File: src/rtl/core/assert_macros.svh
// Assertion helpers for the RTL files; the top-level decoder includes them.
`ifndef ASSERT_MACROS_SVH
`define ASSERT_MACROS_SVH

// Same-cycle implication, checked outside reset.
`define ASSERT_IMP(label, clk_s, rstn_s, ante, cons) \
  label: assert property (@(posedge clk_s) disable iff (!rstn_s) (ante) |-> (cons)) \
    else $error("%m: same-cycle implication failed");

// Next-cycle implication, checked outside reset.
`define ASSERT_NEXT(label, clk_s, rstn_s, ante, cons) \
  label: assert property (@(posedge clk_s) disable iff (!rstn_s) (ante) |=> (cons)) \
    else $error("%m: next-cycle implication failed");

`endif

File: src/rtl/core/bsd_pkg.sv
// ----------------------------------------------------------------------------
// bsd_pkg
// Types and constants of the 24/32-bit BMP stream decoder.
// ----------------------------------------------------------------------------
package bsd_pkg;

  localparam int BSD_MAX_WIDTH  = 4096;
  localparam int BSD_MAX_HEIGHT = 4096;

  localparam int COORD_W = 12;
  localparam int DIM_W   = 13;

  localparam logic [7:0]  SIG_B = 8'h42;
  localparam logic [7:0]  SIG_M = 8'h4D;

  // header byte offsets
  localparam logic [31:0] OFS_SIG_M    = 32'h0000_0001;
  localparam logic [31:0] OFS_DATA_LO  = 32'h0000_000A;
  localparam logic [31:0] OFS_DATA_HI  = 32'h0000_000D;
  localparam logic [31:0] OFS_WIDTH_LO = 32'h0000_0012;
  localparam logic [31:0] OFS_WIDTH_HI = 32'h0000_0015;
  localparam logic [31:0] OFS_HGT_LO   = 32'h0000_0016;
  localparam logic [31:0] OFS_HGT_HI   = 32'h0000_0019;
  localparam logic [31:0] OFS_BPP_LO   = 32'h0000_001C;
  localparam logic [31:0] OFS_BPP_HI   = 32'h0000_001D;
  localparam logic [31:0] MIN_DATA_OFS = 32'd30;

  localparam logic [15:0] BPP_24 = 16'd24;
  localparam logic [15:0] BPP_32 = 16'd32;

  typedef enum logic [2:0] {
    PH_WAIT,
    PH_HEADER,
    PH_SKIP,
    PH_PIXELS,
    PH_HALT
  } bsd_phase_t;

  typedef enum logic [1:0] {
    KIND_PIXEL,
    KIND_HEADER,
    KIND_BAD_SIG,
    KIND_UNSUPPORTED
  } bsd_kind_t;

  typedef struct packed {
    bsd_kind_t            kind;
    logic [7:0]           red;
    logic [7:0]           green;
    logic [7:0]           blue;
    logic [COORD_W-1:0]   x_coord;
    logic [COORD_W-1:0]   y_coord;
    logic [DIM_W-1:0]     width;
    logic [DIM_W-1:0]     height;
    logic                 last_pixel;
  } bsd_result_t;

endpackage

File: src/rtl/core/bsd_parser.sv
// ----------------------------------------------------------------------------
// bsd_parser
// Front end: walks the file bytes, gathers the header, skips to the pixel
// data and assembles pixels; one result record per byte at most.
// ----------------------------------------------------------------------------
module bsd_parser
  import bsd_pkg::*;
#(
  parameter int MAX_WIDTH  = BSD_MAX_WIDTH,
  parameter int MAX_HEIGHT = BSD_MAX_HEIGHT
) (
  input  logic        clk,
  input  logic        rst_n,
  input  logic        byte_take,
  input  logic [7:0]  byte_data,
  input  logic        sof,
  output logic        push,
  output bsd_result_t result
);

  localparam int CW = (MAX_WIDTH > 1) ? $clog2(MAX_WIDTH) : 1;
  localparam int RW = (MAX_HEIGHT > 1) ? $clog2(MAX_HEIGHT) : 1;

  bsd_phase_t      phase_r, phase_nxt;
  logic [31:0]     pos_r, pos_nxt;
  logic [CW-1:0]   col_r, col_nxt;
  logic [RW-1:0]   row_r, row_nxt;
  logic [1:0]      bip_r, bip_nxt;
  logic [1:0]      pad_r, pad_nxt;

  logic [31:0]     ofs_r, width_r, height_r;
  logic [7:0]      bpp_lo_r;
  logic [CW-1:0]   wm1_r;
  logic [RW-1:0]   hm1_r;
  logic [1:0]      pad_fill_r;
  logic            is32_r;
  logic [7:0]      blue_r, green_r;

  logic            hdr_byte, hdr_done, pix_do, blue_we, green_we;
  logic [15:0]     bpp;
  logic            fmt_bad, last;
  logic [1:0]      lane;
  logic [RW-1:0]   y_val;

  assign hdr_byte = byte_take && !sof && (phase_r == PH_HEADER);
  assign bpp      = {byte_data, bpp_lo_r};
  assign lane     = pos_r[1:0] - 2'd2;
  assign last     = (col_r == wm1_r) && (row_r == hm1_r);
  assign y_val    = hm1_r - row_r;

  assign fmt_bad = ((bpp != BPP_24) && (bpp != BPP_32)) ||
                   (width_r == 32'd0) || (width_r > 32'(MAX_WIDTH)) ||
                   (height_r == 32'd0) || (height_r > 32'(MAX_HEIGHT)) ||
                   (ofs_r < MIN_DATA_OFS);

  always_ff @(posedge clk) begin
    if (!rst_n) begin
      phase_r <= PH_WAIT;
      pos_r   <= '0;
      col_r   <= '0;
      row_r   <= '0;
      bip_r   <= '0;
      pad_r   <= '0;
    end else begin
      phase_r <= phase_nxt;
      pos_r   <= pos_nxt;
      col_r   <= col_nxt;
      row_r   <= row_nxt;
      bip_r   <= bip_nxt;
      pad_r   <= pad_nxt;
    end
  end

  // header fields and pixel holding registers
  always_ff @(posedge clk) begin
    if (hdr_byte) begin
      if (pos_r >= OFS_DATA_LO && pos_r <= OFS_DATA_HI) begin
        ofs_r[8*lane +: 8] <= byte_data;
      end
      if (pos_r >= OFS_WIDTH_LO && pos_r <= OFS_WIDTH_HI) begin
        width_r[8*lane +: 8] <= byte_data;
      end
      if (pos_r >= OFS_HGT_LO && pos_r <= OFS_HGT_HI) begin
        height_r[8*lane +: 8] <= byte_data;
      end
      if (pos_r == OFS_BPP_LO) begin
        bpp_lo_r <= byte_data;
      end
    end
    if (hdr_done) begin
      wm1_r      <= CW'(width_r - 32'd1);
      hm1_r      <= RW'(height_r - 32'd1);
      is32_r     <= (bpp == BPP_32);
      pad_fill_r <= (bpp == BPP_32) ? 2'd0 : width_r[1:0];
    end
    if (blue_we) begin
      blue_r <= byte_data;
    end
    if (green_we) begin
      green_r <= byte_data;
    end
  end

  always_comb begin
    phase_nxt = phase_r;
    pos_nxt   = pos_r;
    col_nxt   = col_r;
    row_nxt   = row_r;
    bip_nxt   = bip_r;
    pad_nxt   = pad_r;
    push      = 1'b0;
    result    = '0;
    hdr_done  = 1'b0;
    pix_do    = 1'b0;
    blue_we   = 1'b0;
    green_we  = 1'b0;

    if (byte_take) begin
      if (sof) begin
        // restart: this byte is byte 0
        pos_nxt = 32'd1;
        col_nxt = '0;
        row_nxt = '0;
        bip_nxt = '0;
        pad_nxt = '0;
        if (byte_data != SIG_B) begin
          push        = 1'b1;
          result.kind = KIND_BAD_SIG;
          phase_nxt   = PH_HALT;
        end else begin
          phase_nxt = PH_HEADER;
        end
      end else begin
        unique case (phase_r)
          PH_WAIT, PH_HALT: begin
          end
          PH_HEADER: begin
            pos_nxt = pos_r + 32'd1;
            if (pos_r == OFS_SIG_M && byte_data != SIG_M) begin
              push        = 1'b1;
              result.kind = KIND_BAD_SIG;
              phase_nxt   = PH_HALT;
            end else if (pos_r == OFS_BPP_HI) begin
              push = 1'b1;
              if (fmt_bad) begin
                result.kind = KIND_UNSUPPORTED;
                phase_nxt   = PH_HALT;
              end else begin
                result.kind   = KIND_HEADER;
                result.width  = DIM_W'(width_r);
                result.height = DIM_W'(height_r);
                hdr_done      = 1'b1;
                phase_nxt     = PH_SKIP;
              end
            end
          end
          PH_SKIP: begin
            if (pos_r != 32'hFFFF_FFFF) begin
              pos_nxt = pos_r + 32'd1;
            end
            if (pos_r >= ofs_r) begin
              phase_nxt = PH_PIXELS;
              pix_do    = 1'b1;
            end
          end
          PH_PIXELS: pix_do = 1'b1;
          default: phase_nxt = PH_WAIT;
        endcase
      end
    end

    if (pix_do) begin
      if (bip_r == 2'd3) begin
        bip_nxt = 2'd0;                 // alpha byte
      end else if (pad_r != 2'd0) begin
        pad_nxt = pad_r - 2'd1;         // scanline padding
      end else if (bip_r == 2'd0) begin
        blue_we = 1'b1;
        bip_nxt = 2'd1;
      end else if (bip_r == 2'd1) begin
        green_we = 1'b1;
        bip_nxt  = 2'd2;
      end else begin
        push              = 1'b1;
        result.kind       = KIND_PIXEL;
        result.red        = byte_data;
        result.green      = green_r;
        result.blue       = blue_r;
        result.x_coord    = COORD_W'(col_r);
        result.y_coord    = COORD_W'(y_val);
        result.last_pixel = last;
        bip_nxt           = is32_r ? 2'd3 : 2'd0;
        if (last) begin
          phase_nxt = PH_HALT;
        end else if (col_r == wm1_r) begin
          col_nxt = '0;
          row_nxt = row_r + RW'(1);
          pad_nxt = pad_fill_r;
        end else begin
          col_nxt = col_r + CW'(1);
        end
      end
    end
  end

endmodule

File: src/rtl/core/bsd_queue.sv
// ----------------------------------------------------------------------------
// bsd_queue
// Back end: two-slot result queue; the head slot drives the result channel.
// ----------------------------------------------------------------------------
module bsd_queue
  import bsd_pkg::*;
(
  input  logic        clk,
  input  logic        rst_n,
  input  logic        push,
  input  bsd_result_t push_data,
  output logic        full,
  output logic        head_valid,
  input  logic        head_ready,
  output bsd_result_t head_data
);

  logic [1:0]  cnt_r, cnt_nxt;
  bsd_result_t head_r, tail_r;
  logic        pop;

  assign pop        = head_valid && head_ready;
  assign full       = (cnt_r == 2'd2);
  assign head_valid = (cnt_r != 2'd0);
  assign head_data  = head_r;

  always_comb begin
    cnt_nxt = cnt_r;
    if (push && !pop) begin
      cnt_nxt = cnt_r + 2'd1;
    end else if (pop && !push) begin
      cnt_nxt = cnt_r - 2'd1;
    end
  end

  always_ff @(posedge clk) begin
    if (!rst_n) begin
      cnt_r <= '0;
    end else begin
      cnt_r <= cnt_nxt;
    end
  end

  always_ff @(posedge clk) begin
    if ((cnt_r == 2'd0 && push) || (cnt_r == 2'd1 && push && pop)) begin
      head_r <= push_data;
    end else if (cnt_r == 2'd2 && pop) begin
      head_r <= tail_r;
    end
    if (cnt_r == 2'd1 && push && !pop) begin
      tail_r <= push_data;
    end
  end

endmodule

File: src/rtl/core/bmp_24bit_stream_decoder.sv
// A result is registered into the queue at the edge that accepts its byte; out_valid rises right after it if empty.
// Throughput: one file byte per cycle while the queue is not full; the parser updates counters and compares only.
// A two-slot result queue keeps input accepted while the output side stalls briefly.
// Reset (rst_n low at a clock edge) empties the queue and waits for start_of_file.
// ----------------------------------------------------------------------------
// bmp_24bit_stream_decoder
// BMP byte stream to header report and pixel transactions with coordinates.
// ----------------------------------------------------------------------------
`include "assert_macros.svh"

module bmp_24bit_stream_decoder
  import bsd_pkg::*;
#(
  parameter int MAX_WIDTH  = BSD_MAX_WIDTH,
  parameter int MAX_HEIGHT = BSD_MAX_HEIGHT
) (
  input  logic               clk,
  input  logic               rst_n,
  input  logic               in_valid,
  output logic               in_ready,
  input  logic [7:0]         in_file_byte,
  input  logic               in_start_of_file,
  output logic               out_valid,
  input  logic               out_ready,
  output logic [1:0]         out_kind,
  output logic [7:0]         out_red,
  output logic [7:0]         out_green,
  output logic [7:0]         out_blue,
  output logic [COORD_W-1:0] out_x_coord,
  output logic [COORD_W-1:0] out_y_coord,
  output logic [DIM_W-1:0]   out_width_out,
  output logic [DIM_W-1:0]   out_height_out,
  output logic               out_last_pixel
);

  logic        byte_take, push, q_full;
  bsd_result_t res, head;

  assign in_ready  = !q_full;
  assign byte_take = in_valid && in_ready;

  bsd_parser #(
    .MAX_WIDTH (MAX_WIDTH),
    .MAX_HEIGHT(MAX_HEIGHT)
  ) u_parser (
    .clk      (clk),
    .rst_n    (rst_n),
    .byte_take(byte_take),
    .byte_data(in_file_byte),
    .sof      (in_start_of_file),
    .push     (push),
    .result   (res)
  );

  bsd_queue u_queue (
    .clk       (clk),
    .rst_n     (rst_n),
    .push      (push),
    .push_data (res),
    .full      (q_full),
    .head_valid(out_valid),
    .head_ready(out_ready),
    .head_data (head)
  );

  assign out_kind       = head.kind;
  assign out_red        = head.red;
  assign out_green      = head.green;
  assign out_blue       = head.blue;
  assign out_x_coord    = head.x_coord;
  assign out_y_coord    = head.y_coord;
  assign out_width_out  = head.width;
  assign out_height_out = head.height;
  assign out_last_pixel = head.last_pixel;

  `ASSERT_IMP(a_full_has_head, clk, rst_n, !in_ready, out_valid)
  `ASSERT_IMP(a_push_has_room, clk, rst_n, push, in_ready && byte_take)
  `ASSERT_NEXT(a_push_reaches_head, clk, rst_n, push && !out_valid, out_valid)
  `ASSERT_NEXT(a_full_holds, clk, rst_n, !in_ready && !out_ready, !in_ready)

endmodule

File: config.mk
export PLATFORM = sky130hd
export DESIGN_NAME = bmp_24bit_stream_decoder
export DESIGN_NICKNAME = d
export VERILOG_FILES = /design/src/rtl/core/bsd_pkg.sv /design/src/rtl/core/bsd_parser.sv /design/src/rtl/core/bsd_queue.sv /design/src/rtl/core/bmp_24bit_stream_decoder.sv
export VERILOG_INCLUDE_DIRS = /design/src /design/src/rtl/core
export SDC_FILE = /design/constraint.sdc
export NUM_CORES = 1
export LEC_CHECK = 0
export ABC_AREA = 0
export ABC_CLOCK_PERIOD_IN_PS = 13500
export BUFFER_PORTS_ARGS = -buffer_cell sky130_fd_sc_hd__buf_2
export CAP_MARGIN = 10
export CORE_MARGIN = 8
export CORE_UTILIZATION = 45
export DETAILED_ROUTE_END_ITERATION = 12
export GPL_TIMING_DRIVEN = 0
export PLACE_DENSITY = 0.67
export SKIP_CTS_REPAIR_TIMING = 1
export SYNTH_ARGS = -nofsm -noshare
export SYNTH_HDL_FRONTEND = slang
export SYNTH_SLANG_ARGS = --single-unit
File: constraint.sdc
create_clock -name clk -period 13.5 [get_ports clk]
set_input_delay 2.025 -clock clk [delete_from_list [all_inputs] [get_ports clk]]
set_output_delay 2.025 -clock clk [all_outputs]
set_load 0.05 [all_outputs]
# --- After elaboration in Yosys (flattened, before gate mapping) ---
# Cells that the tools add are included.
word_totals:
  word_cells: 233
  output_inout_bits: 79
  ff_bits: 366
  input_bits: 13
classes:
  n_reduce_logical: 43
  magnitude_cmp: 10
  eq_ne: 20
  shift: 2
  add_sub_neg: 11
  muxes: 112
ops:
  columns: ["cell", "n"]
  rows:
  - ["$mux 50", 5]
  - ["$mux 12", 18]
  - ["$mux 26", 6]
  - ["$mux 77", 2]
  - ["$bwmux 32", 3]
  - ["$eq 32x5->1 const B", 2]
  - ["$ge 32x5->1 const B", 2]
  - ["$gt 32x13->1 const B", 2]
  - ["$le 32x5->1 const B", 2]
  - ["$logic_not 32->1", 2]
  - ["$mux 32", 2]
  - ["$pmux 32 s2", 1]
  - ["$mux 2", 26]
  - ["$mux 3", 13]
  - ["$mux 1", 34]
  - ["$neg 5->34", 1]
  - ["$shift 8x34->32 const A", 1]
  - ["$shiftx 8x34->32", 1]
  - ["$add 32x1->32 const B", 1]
  - ["$eq 32x1->1 const B", 1]
  - ["$ge 32x32->1", 1]
  - ["$ge 32x4->1 const B", 1]
  - ["$le 32x4->1 const B", 1]
  - ["$lt 32x5->1 const B", 1]
  - ["30 further kinds", 69]

# --- Longest topological paths before layout ---
# Gate-level depths: netlist (run 1).
logic_depth:
  ltp_word: 19
  ltp_mapped: 13
  ltp_nobuf: 13

# --- Modules after synthesis ---
# Synthesis (run 1) repeated with hierarchy kept, for this count alone.
unflattened:
  cells_unflattened: 1463
  area_unflattened_um2: 17169.0
modules_own_cells:
  columns: ["module", "cells_each", "seq_area_each_um2", "area_each_um2", "instances"]
  rows:
  - ["bsd_parser", 1018, 5675.4, 10665.2, 1]
  - ["bsd_queue", 443, 4664.5, 6493.7, 1]
  - ["bmp_24bit_stream_decoder", 2, 0.0, 10.0, 1]

# --- Least setup slack after synthesis (run 1) ---
# OpenSTA, ideal clock, no wires.
synth_path:
  path_type: "input to register"
  startpoint: "input in_file_byte[2]"
  endpoint: "register u_queue.head_r (netlist bit u_queue.head_data[0]) (enable)"
  path_slack_ns: 7.064
  t_required_ns: 12.978
  t_arrival_ns: 5.914
  n_path_buf: 2
  cell_stages: 9
  path_cell_list: "and4b_1 > a2111oi_1 > or2_2 > a41oi_1 > nor2_1 > a31oi_4 > buf_6 > buf_6 > o21ai_1"
synth_via:
  elab_chain_cells: 15
synth_lines:
  columns: ["element", "line", "rtl"]
  rows:
  - ["from (decl)", "bmp_24bit_stream_decoder.sv:21", "input logic [7:0] in_file_byte,"]
  - ["$ne 8x7->1", "bsd_parser.sv:139", "if (pos_r == OFS_SIG_M && byte_data != SIG_M) begin"]
  - ["$logic_and 1x1->1", "bsd_parser.sv:139", null]
  - ["$mux 1", "bsd_parser.sv:139", null]
  - ["$mux 1", "bsd_parser.sv:134", "unique case (phase_r)"]
  - ["$mux 1 *", "bsd_parser.sv:119", "if (sof) begin"]
  - ["$mux 1 *", "bsd_parser.sv:118", "if (byte_take) begin"]
  - ["$mux 1", "bsd_parser.sv:180", "end else if (bip_r == 2'd1) begin"]
  - ["$mux 1", "bsd_parser.sv:177", "end else if (bip_r == 2'd0) begin"]
  - ["$mux 1", "bsd_parser.sv:175", "end else if (pad_r != 2'd0) begin"]
  - ["$mux 1", "bsd_parser.sv:173", "if (bip_r == 2'd3) begin"]
  - ["$mux 1 *", "bsd_parser.sv:172", "if (pix_do) begin"]
  - ["$logic_and 1x1->1 (2 in a row)", "bsd_queue.sv:45", "if ((cnt_r == 2'd0 && push) || (cnt_r == 2'd1 && push && pop)) begin"]
  - ["$logic_or 1x1->1 *", "bsd_queue.sv:45", null]
  - ["$reduce_bool 2->1 (no source line) *", null, null]
  - ["to (signal assigned)", "bsd_queue.sv:46", "head_r <= push_data;"]
  - ["to (signal assigned)", "bsd_queue.sv:48", "head_r <= tail_r;"]
  - ["to (decl)", "bsd_queue.sv:19", "bsd_result_t head_r, tail_r;"]
# Every way passes the cells marked *; elsewhere a longest branch is shown, timed or not.
# A chain may end at the register's enable or synchronous reset.

==> results_dict.tcl, run 1 <==
set metrics [dict create \
    status "finished clean" \
    fp.dieH_um 207.8 \
    gp_congestion 0.8986 \
    clk_latency_ns 0.53 \
    setup_viol 0 \
    grt_antenna_before_repair 2 \
    ys_seq_elements 366 \
    avgSynthCellArea_um2 12.57 \
    dp_hpwl_um 27820 \
    path_clk_slew_ns 0.06 \
    start_util_pct 45.45 \
    cp.buffers_inverters 2 \
    utilization_pct 52.45 \
    fin_cells 1955 \
    cp_data_arrival_time_ns 5.57 \
    drtPass1Iterations 4 \
    critPathMaxStageDelay_ns 0.68 \
    finalCritPeriodShare_pct 38.39 \
    grt_remaining_overflow 0 \
    cellLeakagePower_nw 6.839 \
    rows 70 \
    numCtsBuffers 41 \
    drc 0 \
    io_buffers 89 \
    drv_cap 0 \
    track_usage_pct 17.50 \
    vias_per_cell 5.619 \
    critPathKind "in2reg" \
    cp_top_family "simple AND/OR/NAND/NOR gates" \
    fp.dieW_um 207.8 \
    numPlacedInstances 1878 \
    core-area_um2 36430 \
    max_freq_ghz 0.1930 \
    p_per_area_nw_per_um2 157.4 \
    ant_nets 0 \
    ios 92 \
    ctsRootBufferMaster "clkbuf_16" \
    worst_path_most_repeated_cell "buf_2" \
    synth_flop_cell "edfxtp_1" \
    cpMaxStageDelayCell "nor4_1" \
    grt_max_degree 51 \
    drt_iter0_drc 945 \
    holdWs_ns 0.4958 \
    worst_slack_ns 8.318 \
    period_needed_ns 5.182 \
    place_area_um2 17680 \
    routed_wl_um 38740 \
    pre_cts_ws_ns 7.743 \
    yosysSeqAreaShare_pct 62.44 \
    worst_pin_slew_ns 1.208 \
    drive_gt1_share_pct 12.72 \
    rsz0062_at_grt "false" \
    cts_tree "built" \
    synth-edff-count 301 \
    finalSetupTns_ns 0 \
    area_growth_pct 15.39 \
    fin_skew_ns 0.01158 \
    yosys_warnings 0 \
    path_max_fanout 36 \
    netlist_area_um2 16560 \
    cp-start-kind "input port" \
    netlist_instances 1318 \
    clock_sinks 366 \
    nNetsFinal 1525 \
    hold_viol_final 0 \
    cts_buffer_depth 3 \
    cp.required_ns 13.89 \
    drt-wirelength-per-cell_um 19.82 \
    design_area_um2 19110 \
    grt_pass1_wl_um 60730 \
    power_mw 3.009 \
    die-area_um2 43200 \
    drv_slew 0 \
    slew_headroom_pct 18.84 \
    synth_cell_types 72 \
    vias 10990 \
    crit_chain "buf_2 -> nor3_1 -> nand4_1 -> nor4_1 -> o2111ai_2 -> nor2_1 -> buf_2 -> and2_1 -> mux2_1" \
    grt_pass1_vias 10780 \
    htree_levels 2 \
    hold_class "reg2reg" \
    syn-num-nets 1390 \
    synthArstFlopShare_pct 0 \
    r2r_slack_ns 8.92 \
    ir_worst_vdd_uv 83.56 \
    critPathCaptureType "flip-flop" \
]
[Yosys cell counts, types with 42 or more instances]
master / number / share of area, %
a22o_1: 44 / 2.3
and2_1: 74 / 2.8
and3_1: 42 / 1.6
dfxtp_1: 65 / 7.9
edfxtp_1: 301 / 55
ha_1: 58 / 4.4
inv_1: 87 / 2.0
nand2_1: 49 / 1.1
nor2_1: 87 / 2.0
nor3_1: 55 / 1.7
nor4_1: 42 / 1.6
xnor2_1: 43 / 2.3
[worst reg2reg max path, cell delays in order (launching register included)]
cell and delay (ns):
dfxtp_1 0.56, inv_1 0.27, ha_1 0.35, nor2b_1 0.04
o21ai_1 0.16, a41oi_1 0.16, o221ai_1 0.45, a41o_1 0.39
buf_2 0.27, buf_2 0.27, buf_4 0.25, nand2_1 0.09
nor3_1 0.93
[path summary, 6_finish.rpt]
check | start | endpoint | cells past startpoint
max reg2reg | u_parser.pos_r[0] | u_parser.green_r[1] | 12
min | u_parser.pad_r[0] | u_parser.pad_r[0] | 2
min reg2reg | u_parser.pad_r[0] | u_parser.pad_r[0] | 2
max | in_file_byte[3] | u_queue.head_data[26] | 9
[logic make-up after synthesis]
group	after synthesis	share of synthesized area, %
simple gates	467	15.48
flops	366	62.44
compound gates	196	8.462
buf+inv	129	3.286
xor+xnor	67	3.543
fa+ha+maj	59	4.503
mux	34	2.289
[cell type report]
cell class | count | area [um2]
Fill cell | 3111 | 17330
Sequential cell | 366 | 10340
Multi-Input combinational cell | 823 | 5693
Clock buffer | 46 | 1087
Tap cell | 468 | 585.6
Timing Repair Buffer | 92 | 513.0
Clock inverter | 30 | 344.1
Inverter | 88 | 330.3
Buffer | 41 | 214.0
Antenna cell | 1 | 2.502
[per-layer routing]
metal | up-vias | part of all wire, % | global-route usage, %
met5 | - | 0 | 0
met4 | 0 | 2.1 | 4.674
met3 | 53 | 7.5 | 3.865
met2 | 346 | 45 | 27.56
met1 | 5367 | 45 | 24.22
li1 | 5219 | - | -
[flip-flops by register name (all words and copies together), names as in the netlist, 3 cells and up]
register           flops
u_parser.blue_r        8
u_parser.bpp_lo_r      8
u_parser.col_r        12
u_parser.green_r       8
u_parser.height_r     32
u_parser.hm1_r        12
u_parser.ofs_r        32
u_parser.phase_r       3
u_parser.pos_r        32
u_parser.row_r        12
u_parser.width_r      32
u_parser.wm1_r        12
u_queue.head_data     77
u_queue.tail_r        77
[report_power, final]
group | switching [mW] | internal (mW)
sequential | 0.0239 | 1.32
combinational | 0.387 | 0.108
clock | 0.450 | 0.717
[cells in the final DEF, fill, tap and decap left out, drive strengths merged, types with 5 or more instances in the layout]
cell type    n
a211oi       6
a21o         6
and3        42
nor3        56
nand2b       9
nor2b        7
nand3       28
a21oi       29
clkbuf      68
xnor2       43
mux2        31
and4        11
nand4       31
buf        111
and2        75
nand2       49
xor2        24
or3         11
nor4        43
nor2        87
a22o        44
ha          58
inv         90
bufinv       7
o211ai      22
a31oi        5
o21ai       47
dfxtp       65
o31ai        5
edfxtp     301
clkinv      17
No activity file was read; power rests on OpenSTA's default activity.
==> run 2, diff against run 1 <==
--- a/config.mk
+++ b/config.mk
@@ -6,15 +6,15 @@
 export SDC_FILE = /design/constraint.sdc
 export NUM_CORES = 1
 export LEC_CHECK = 0
-export ABC_AREA = 0
-export ABC_CLOCK_PERIOD_IN_PS = 13500
+export ABC_AREA = 1
+export ABC_CLOCK_PERIOD_IN_PS = 4300
 export BUFFER_PORTS_ARGS = -buffer_cell sky130_fd_sc_hd__buf_2
 export CAP_MARGIN = 10
 export CORE_MARGIN = 8
 export CORE_UTILIZATION = 45
 export DETAILED_ROUTE_END_ITERATION = 12
 export GPL_TIMING_DRIVEN = 0
-export PLACE_DENSITY = 0.67
+export PLACE_DENSITY = 0.69
 export SKIP_CTS_REPAIR_TIMING = 1
 export SYNTH_ARGS = -nofsm -noshare
 export SYNTH_HDL_FRONTEND = slang
==> constraint.sdc (replaced) <==
create_clock -name clk -period 4.3 [get_ports clk]
set_input_delay 0.645 -clock clk [delete_from_list [all_inputs] [get_ports clk]]
set_output_delay 0.645 -clock clk [all_outputs]
set_load 0.05 [all_outputs]
==> results_dict.tcl, run 2 <==
set metrics [dict create \
    status "finished clean" \
    utilization_pct 51.74 \
    cts_buffer_depth 3 \
    path_clk_slew_ns 0.06 \
    synth-edff-count 301 \
    yosysMostFrequentCell "nand2_1" \
    cp.buffers_inverters 6 \
    worst_slack_ns 0.3832 \
    ios 92 \
    drt_iter0_drc 1076 \
    grt_antenna_before_repair 0 \
    ant_nets 0 \
    cp.required_ns 4.55 \
    vias 13130 \
    cp_data_arrival_time_ns 4.17 \
    power_mw 9.394 \
    critPathCaptureType "flip-flop" \
    finalCritPeriodShare_pct 91.09 \
    track_usage_pct 18.71 \
    fp.dieH_um 215.1 \
    setup_viol 0 \
    critPathKind "reg2reg" \
    dp_hpwl_um 33430 \
    path_max_fanout 32 \
    cp_top_family "simple AND/OR/NAND/NOR gates" \
    pre_cts_ws_ns 0.2958 \
    ctsRootBufferMaster "clkbuf_16" \
    netlist_area_um2 17840 \
    grt_pass1_vias 12830 \
    hold_class "in2reg" \
    yosysSeqAreaShare_pct 57.95 \
    gp_congestion 0.9555 \
    drive_gt1_share_pct 13.33 \
    worst_path_most_repeated_cell "nand2_1" \
    die-area_um2 46280 \
    hold_viol_final 0 \
    drc 0 \
    r2r_slack_ns 0.38 \
    worst_pin_slew_ns 0.9946 \
    rows 73 \
    period_needed_ns 3.917 \
    cpMaxStageDelayCell "dfxtp_1" \
    syn-num-nets 1929 \
    grt_max_degree 36 \
    htree_levels 2 \
    synthArstFlopShare_pct 0 \
    holdWs_ns 0.4362 \
    routed_wl_um 44600 \
    place_area_um2 19110 \
    fin_skew_ns 0.03658 \
    fin_cells 2551 \
    ys_seq_elements 366 \
    holdPathStages 1 \
    area_growth_pct 14.41 \
    synthTopCellsByCount "nand2_1, edfxtp_1, inv_1, nor2_1, a21oi_1" \
    crit_chain "buf_2 -> inv_1 -> ha_1 -> o21bai_1 -> nand2_1 -> nand2_1 -> nand2_1 -> nand3_1 -> nand2_1 -> nand2_1 -> nand2_1 -> nand2_2 -> nand4_1 -> nand2_2 -> nand2_2 -> buf_6 -> buf_6 -> o21ai_4 -> buf_12 -> buf_16" \
    clock_sinks 366 \
    synth_cell_types 49 \
    fp.dieW_um 215.1 \
    nNetsFinal 2069 \
    insertedDiodeCount 0 \
    yosysTopAreaCell "edfxtp_1" \
    max_freq_ghz 0.2553 \
    yosys_warnings 0 \
    critPathMaxStageDelay_ns 0.41 \
    numCtsBuffers 40 \
    design_area_um2 20410 \
    synth_top_area_share_pct 50.66 \
    io_buffers 90 \
    rsz0062_at_grt "false" \
    grt_remaining_overflow 0 \
    cp-start-kind "flip-flop" \
    drv_cap 0 \
    slew_headroom_pct 33.33 \
    cts_tree "built" \
    worst_hold_path.endpoint "u_parser.green_r[3]" \
    cellLeakagePower_nw 8.223 \
    final_cell_mix "nand2_1, edfxtp_1, inv_1" \
    core-area_um2 39460 \
    clk_latency_ns 0.56 \
    worstReg2RegStart "u_parser.pos_r[0]" \
    drv_slew 0 \
    min_from "in_file_byte[3]" \
    drt-wirelength-per-cell_um 17.48 \
    grt_pass1_wl_um 69290 \
    reg2reg_to "u_queue.head_data[73]" \
    finalSetupTns_ns 0 \
    p_per_area_nw_per_um2 460.2 \
    vias_per_cell 5.149 \
    netlist_instances 1857 \
    avgSynthCellArea_um2 9.609 \
    numPlacedInstances 2479 \
    reg2reg_depth 20 \
    final_common_cell "nand2_1" \
    ir_worst_vdd_uv 343.2 \
    synth_flop_cell "edfxtp_1" \
    synthTopCellsByArea "edfxtp_1, nand2_1, dfxtp_1" \
    start_util_pct 45.22 \
    drtPass1Iterations 5 \
]
## run 2: power by group
part	leakage (nW)	switching [mW]	total (mW)	internal, mW
Clock	0.631	1.40	3.38	1.98
Sequential	3.34	0.0627	4.21	4.15
Combinational	4.26	1.42	1.80	0.375
## run 2: cell families after synthesis
logic type | Yosys count | synth area share, %
XOR/XNOR | 57 | 2.798
AND/OR/NAND/NOR | 970 | 24.47
buffers and inverters | 267 | 6.444
adder cells (fa/ha/maj) | 59 | 4.179
flip-flops | 366 | 57.95
AO/OA/AOI/OAI | 138 | 4.158
## run 2: worst max path at each step
stage,start,end,slack [ns],depth (start not counted)
after floorplan,u_parser.pos_r[0],u_queue.tail_r[0],0.11,16
after global placement,u_parser.pos_r[0],u_queue.tail_r[62],-1.52,16
after detailed placement,u_parser.pos_r[0],u_queue.head_data[74],0.30,20
after CTS,u_parser.pos_r[0],u_queue.head_data[74],0.31,20
after global routing,u_parser.pos_r[0],u_queue.head_data[74],0.08,20
final,u_parser.pos_r[0],u_queue.head_data[73],0.38,20
## run 2: worst reg2reg max path: cells and delay by family, from the launching register on
| family | cells | cell delay, ns |
|---|---|---|
| AO/OA/AOI/OAI | 2 | 0.38 |
| adder cells (fa/ha/maj) | 1 | 0.22 |
| buffers and inverters | 6 | 1.30 |
| flip-flops | 1 | 0.41 |
| AND/OR/NAND/NOR | 11 | 1.31 |
## run 2: layer usage
metal	vias up	share of wire [%]	wire length [um]	track usage, %
met1	6201	42	18880	23.77
met3	82	6.2	2771	2.963
met2	422	48	21590	31.92
met4	0	3.0	1354	6.900
li1	6429	-	-	-
met5	-	0	0	0
## run 2: final cells by class
cell class | instances | area (um2)
well taps | 525 | 656.9
clock buffers | 51 | 1084
repair buffers | 97 | 568.0
multi-input cells | 1225 | 6401
fillers | 3576 | 19040
clock inverters | 20 | 215.2
inverters | 226 | 849.6
flip-flops and latches | 366 | 10340
plain buffers | 41 | 300.3
==> run 3, diff against run 2 <==
--- a/config.mk
+++ b/config.mk
@@ -7,14 +7,14 @@
 export NUM_CORES = 1
 export LEC_CHECK = 0
 export ABC_AREA = 1
-export ABC_CLOCK_PERIOD_IN_PS = 4300
+export ABC_CLOCK_PERIOD_IN_PS = 4500
 export BUFFER_PORTS_ARGS = -buffer_cell sky130_fd_sc_hd__buf_2
 export CAP_MARGIN = 10
 export CORE_MARGIN = 8
 export CORE_UTILIZATION = 45
 export DETAILED_ROUTE_END_ITERATION = 12
 export GPL_TIMING_DRIVEN = 0
-export PLACE_DENSITY = 0.69
+export PLACE_DENSITY = 0.67
 export SKIP_CTS_REPAIR_TIMING = 1
 export SYNTH_ARGS = -nofsm -noshare
 export SYNTH_HDL_FRONTEND = slang
==> constraint.sdc (replaced) <==
create_clock -name clk -period 4.5 [get_ports clk]
set_input_delay 0.675 -clock clk [delete_from_list [all_inputs] [get_ports clk]]
set_output_delay 0.675 -clock clk [all_outputs]
set_load 0.05 [all_outputs]
==> results_dict.tcl, run 3 (synthesized netlist as in run 2, its figures left out) <==
set metrics [dict create \
    period_needed_ns 3.959 \
    utilization_pct 51.70 \
    hold_viol_final 0 \
    cp.buffers_inverters 4 \
    final_common_cell "nand2_1" \
    fin_skew_ns 0.03672 \
    crit_chain "buf_2 -> inv_1 -> ha_1 -> o21bai_1 -> nand2_1 -> nand2_1 -> nand2_1 -> nand3_1 -> nand2_1 -> nand2_1 -> nand2_1 -> nand2_2 -> nand4_1 -> nand2_2 -> nand2_1 -> nor2_4 -> buf_12 -> buf_16" \
    grt_antenna_before_repair 0 \
    place_area_um2 19110 \
    rows 73 \
    drt-wirelength-per-cell_um 17.26 \
    grt_pass1_vias 12930 \
    design_area_um2 20400 \
    ctsRootBufferMaster "clkbuf_16" \
    routed_wl_um 44050 \
    drc 0 \
    vias_per_cell 5.120 \
    fin_cells 2552 \
    gp_congestion 0.9204 \
    drv_slew 0 \
    area_growth_pct 14.33 \
    cts_buffer_depth 3 \
    cp_top_family "simple AND/OR/NAND/NOR gates" \
    core-area_um2 39460 \
    numPlacedInstances 2479 \
    p_per_area_nw_per_um2 436.9 \
    worst_pin_slew_ns 0.9406 \
    status "finished clean" \
    clock_sinks 366 \
    io_buffers 90 \
    vias 13070 \
    critPathKind "reg2reg" \
    slew_headroom_pct 36.95 \
    cpMaxStageDelayCell "nor2_4" \
    worst_path_most_repeated_cell "nand2_1" \
    grt_pass1_wl_um 69470 \
    drive_gt1_share_pct 13.37 \
    multi_input_area_um2 6392 \
    insertedDiodeCount 0 \
    cp-start-kind "flip-flop" \
    drtPass1Iterations 5 \
    hold_class "in2reg" \
    fill_cells 3649 \
    final_cell_mix "nand2_1, edfxtp_1, inv_1" \
    max_freq_ghz 0.2526 \
    ios 92 \
    die-area_um2 46280 \
    rsz0062_at_grt "false" \
    clk_latency_ns 0.55 \
    path_max_fanout 30 \
    cts_tree "built" \
    critPathMaxStageDelay_ns 0.65 \
    cp.required_ns 4.75 \
    grt_max_degree 34 \
    ant_nets 0 \
    cp_data_arrival_time_ns 4.21 \
    path_clk_slew_ns 0.06 \
    htree_levels 2 \
    drv_cap 0 \
    setup_viol 0 \
    grt_remaining_overflow 0 \
    drt_iter0_drc 1024 \
    seqCellArea_um2 10340 \
    dp_hpwl_um 33690 \
    start_util_pct 45.22 \
    finalCritPeriodShare_pct 87.99 \
    nNetsFinal 2068 \
    track_usage_pct 18.78 \
    fp.dieW_um 215.1 \
    ir_worst_vdd_uv 298.8 \
    cellLeakagePower_nw 8.224 \
    critPathCaptureType "flip-flop" \
    numCtsBuffers 40 \
    holdWs_ns 0.4635 \
    fp.dieH_um 215.1 \
]
run 3: changes by cell type in the layout (fill, tap and decap cells not counted), sizes merged:
| cell | previous run | this run |
|---|---|---|
| clkinv | 15 | 18 |
| inv | 226 | 225 |
| o21ai | 43 | 42 |
run 3: routing by layer:
metal / vias up / GRT usage, % / share of wire, %
met4: 0 / 5.992 / 2.8
met1: 6173 / 23.36 / 42
li1: 6431 / - / -
met3: 77 / 3.230 / 6.6
met5: - / 0 / 0
met2: 384 / 32.86 / 49
run 3: layout make-up:
class                      instances  area share, %
sequential                       366          50.69
multi-input combinational       1224          31.34
clock inverter                    22          1.073
tap                              525          3.220
inverter                         226          4.165
timing repair buffer              97          2.785
clock buffer                      51          5.263
buffer                            41          1.472
run 3: through the flow:
stage	worst slack (ns)	total power, mW	TNS (ns)
6_report	0.5406	8.913	0
5_1_grt	0.2824	9.238	0
4_1_cts	0.5474	9.010	0
3_5_place_dp	0.5351	5.797	0
3_3_place_gp	-1.288	5.756	-108.50
2_1_floorplan	0.3106	5.317	0
run 3: worst paths after layout:
| path | end | slack [ns] | startpoint | depth (start not counted) |
|---|---|---|---|---|
| hold / removal | u_parser.bpp_lo_r[3] | 0.46 | in_file_byte[3] | 1 |
| hold reg to reg | u_queue.head_data[7] | 0.51 | u_queue.tail_r[7] | 2 |
| setup reg to reg | u_queue.tail_r[74] | 0.54 | u_parser.pos_r[0] | 18 |
| setup / recovery | u_queue.tail_r[74] | 0.54 | u_parser.pos_r[0] | 18 |
run 3: worst register-to-register path, cell delays in order, from the launching register on:
cell      delay, ns
dfxtp_1        0.41
buf_2          0.26
inv_1          0.14
ha_1           0.22
o21bai_1       0.13
nand2_1        0.06
nand2_1        0.06
nand2_1        0.04
nand3_1        0.10
nand2_1        0.07
nand2_1        0.07
nand2_1        0.06
nand2_2        0.14
nand4_1        0.36
nand2_2        0.25
nand2_1        0.11
nor2_4         0.65
buf_12         0.32
buf_16         0.21
run 3: where the power goes:
group | leakage (nW) | switching [mW] | total, mW | internal [mW]
clock | 0.634 | 1.33 | 3.21 | 1.88
sequential | 3.34 | 0.0598 | 4.03 | 3.97
combinational | 4.25 | 1.32 | 1.68 | 0.353
total | 8.22 | 2.72 | 8.91 | 6.20
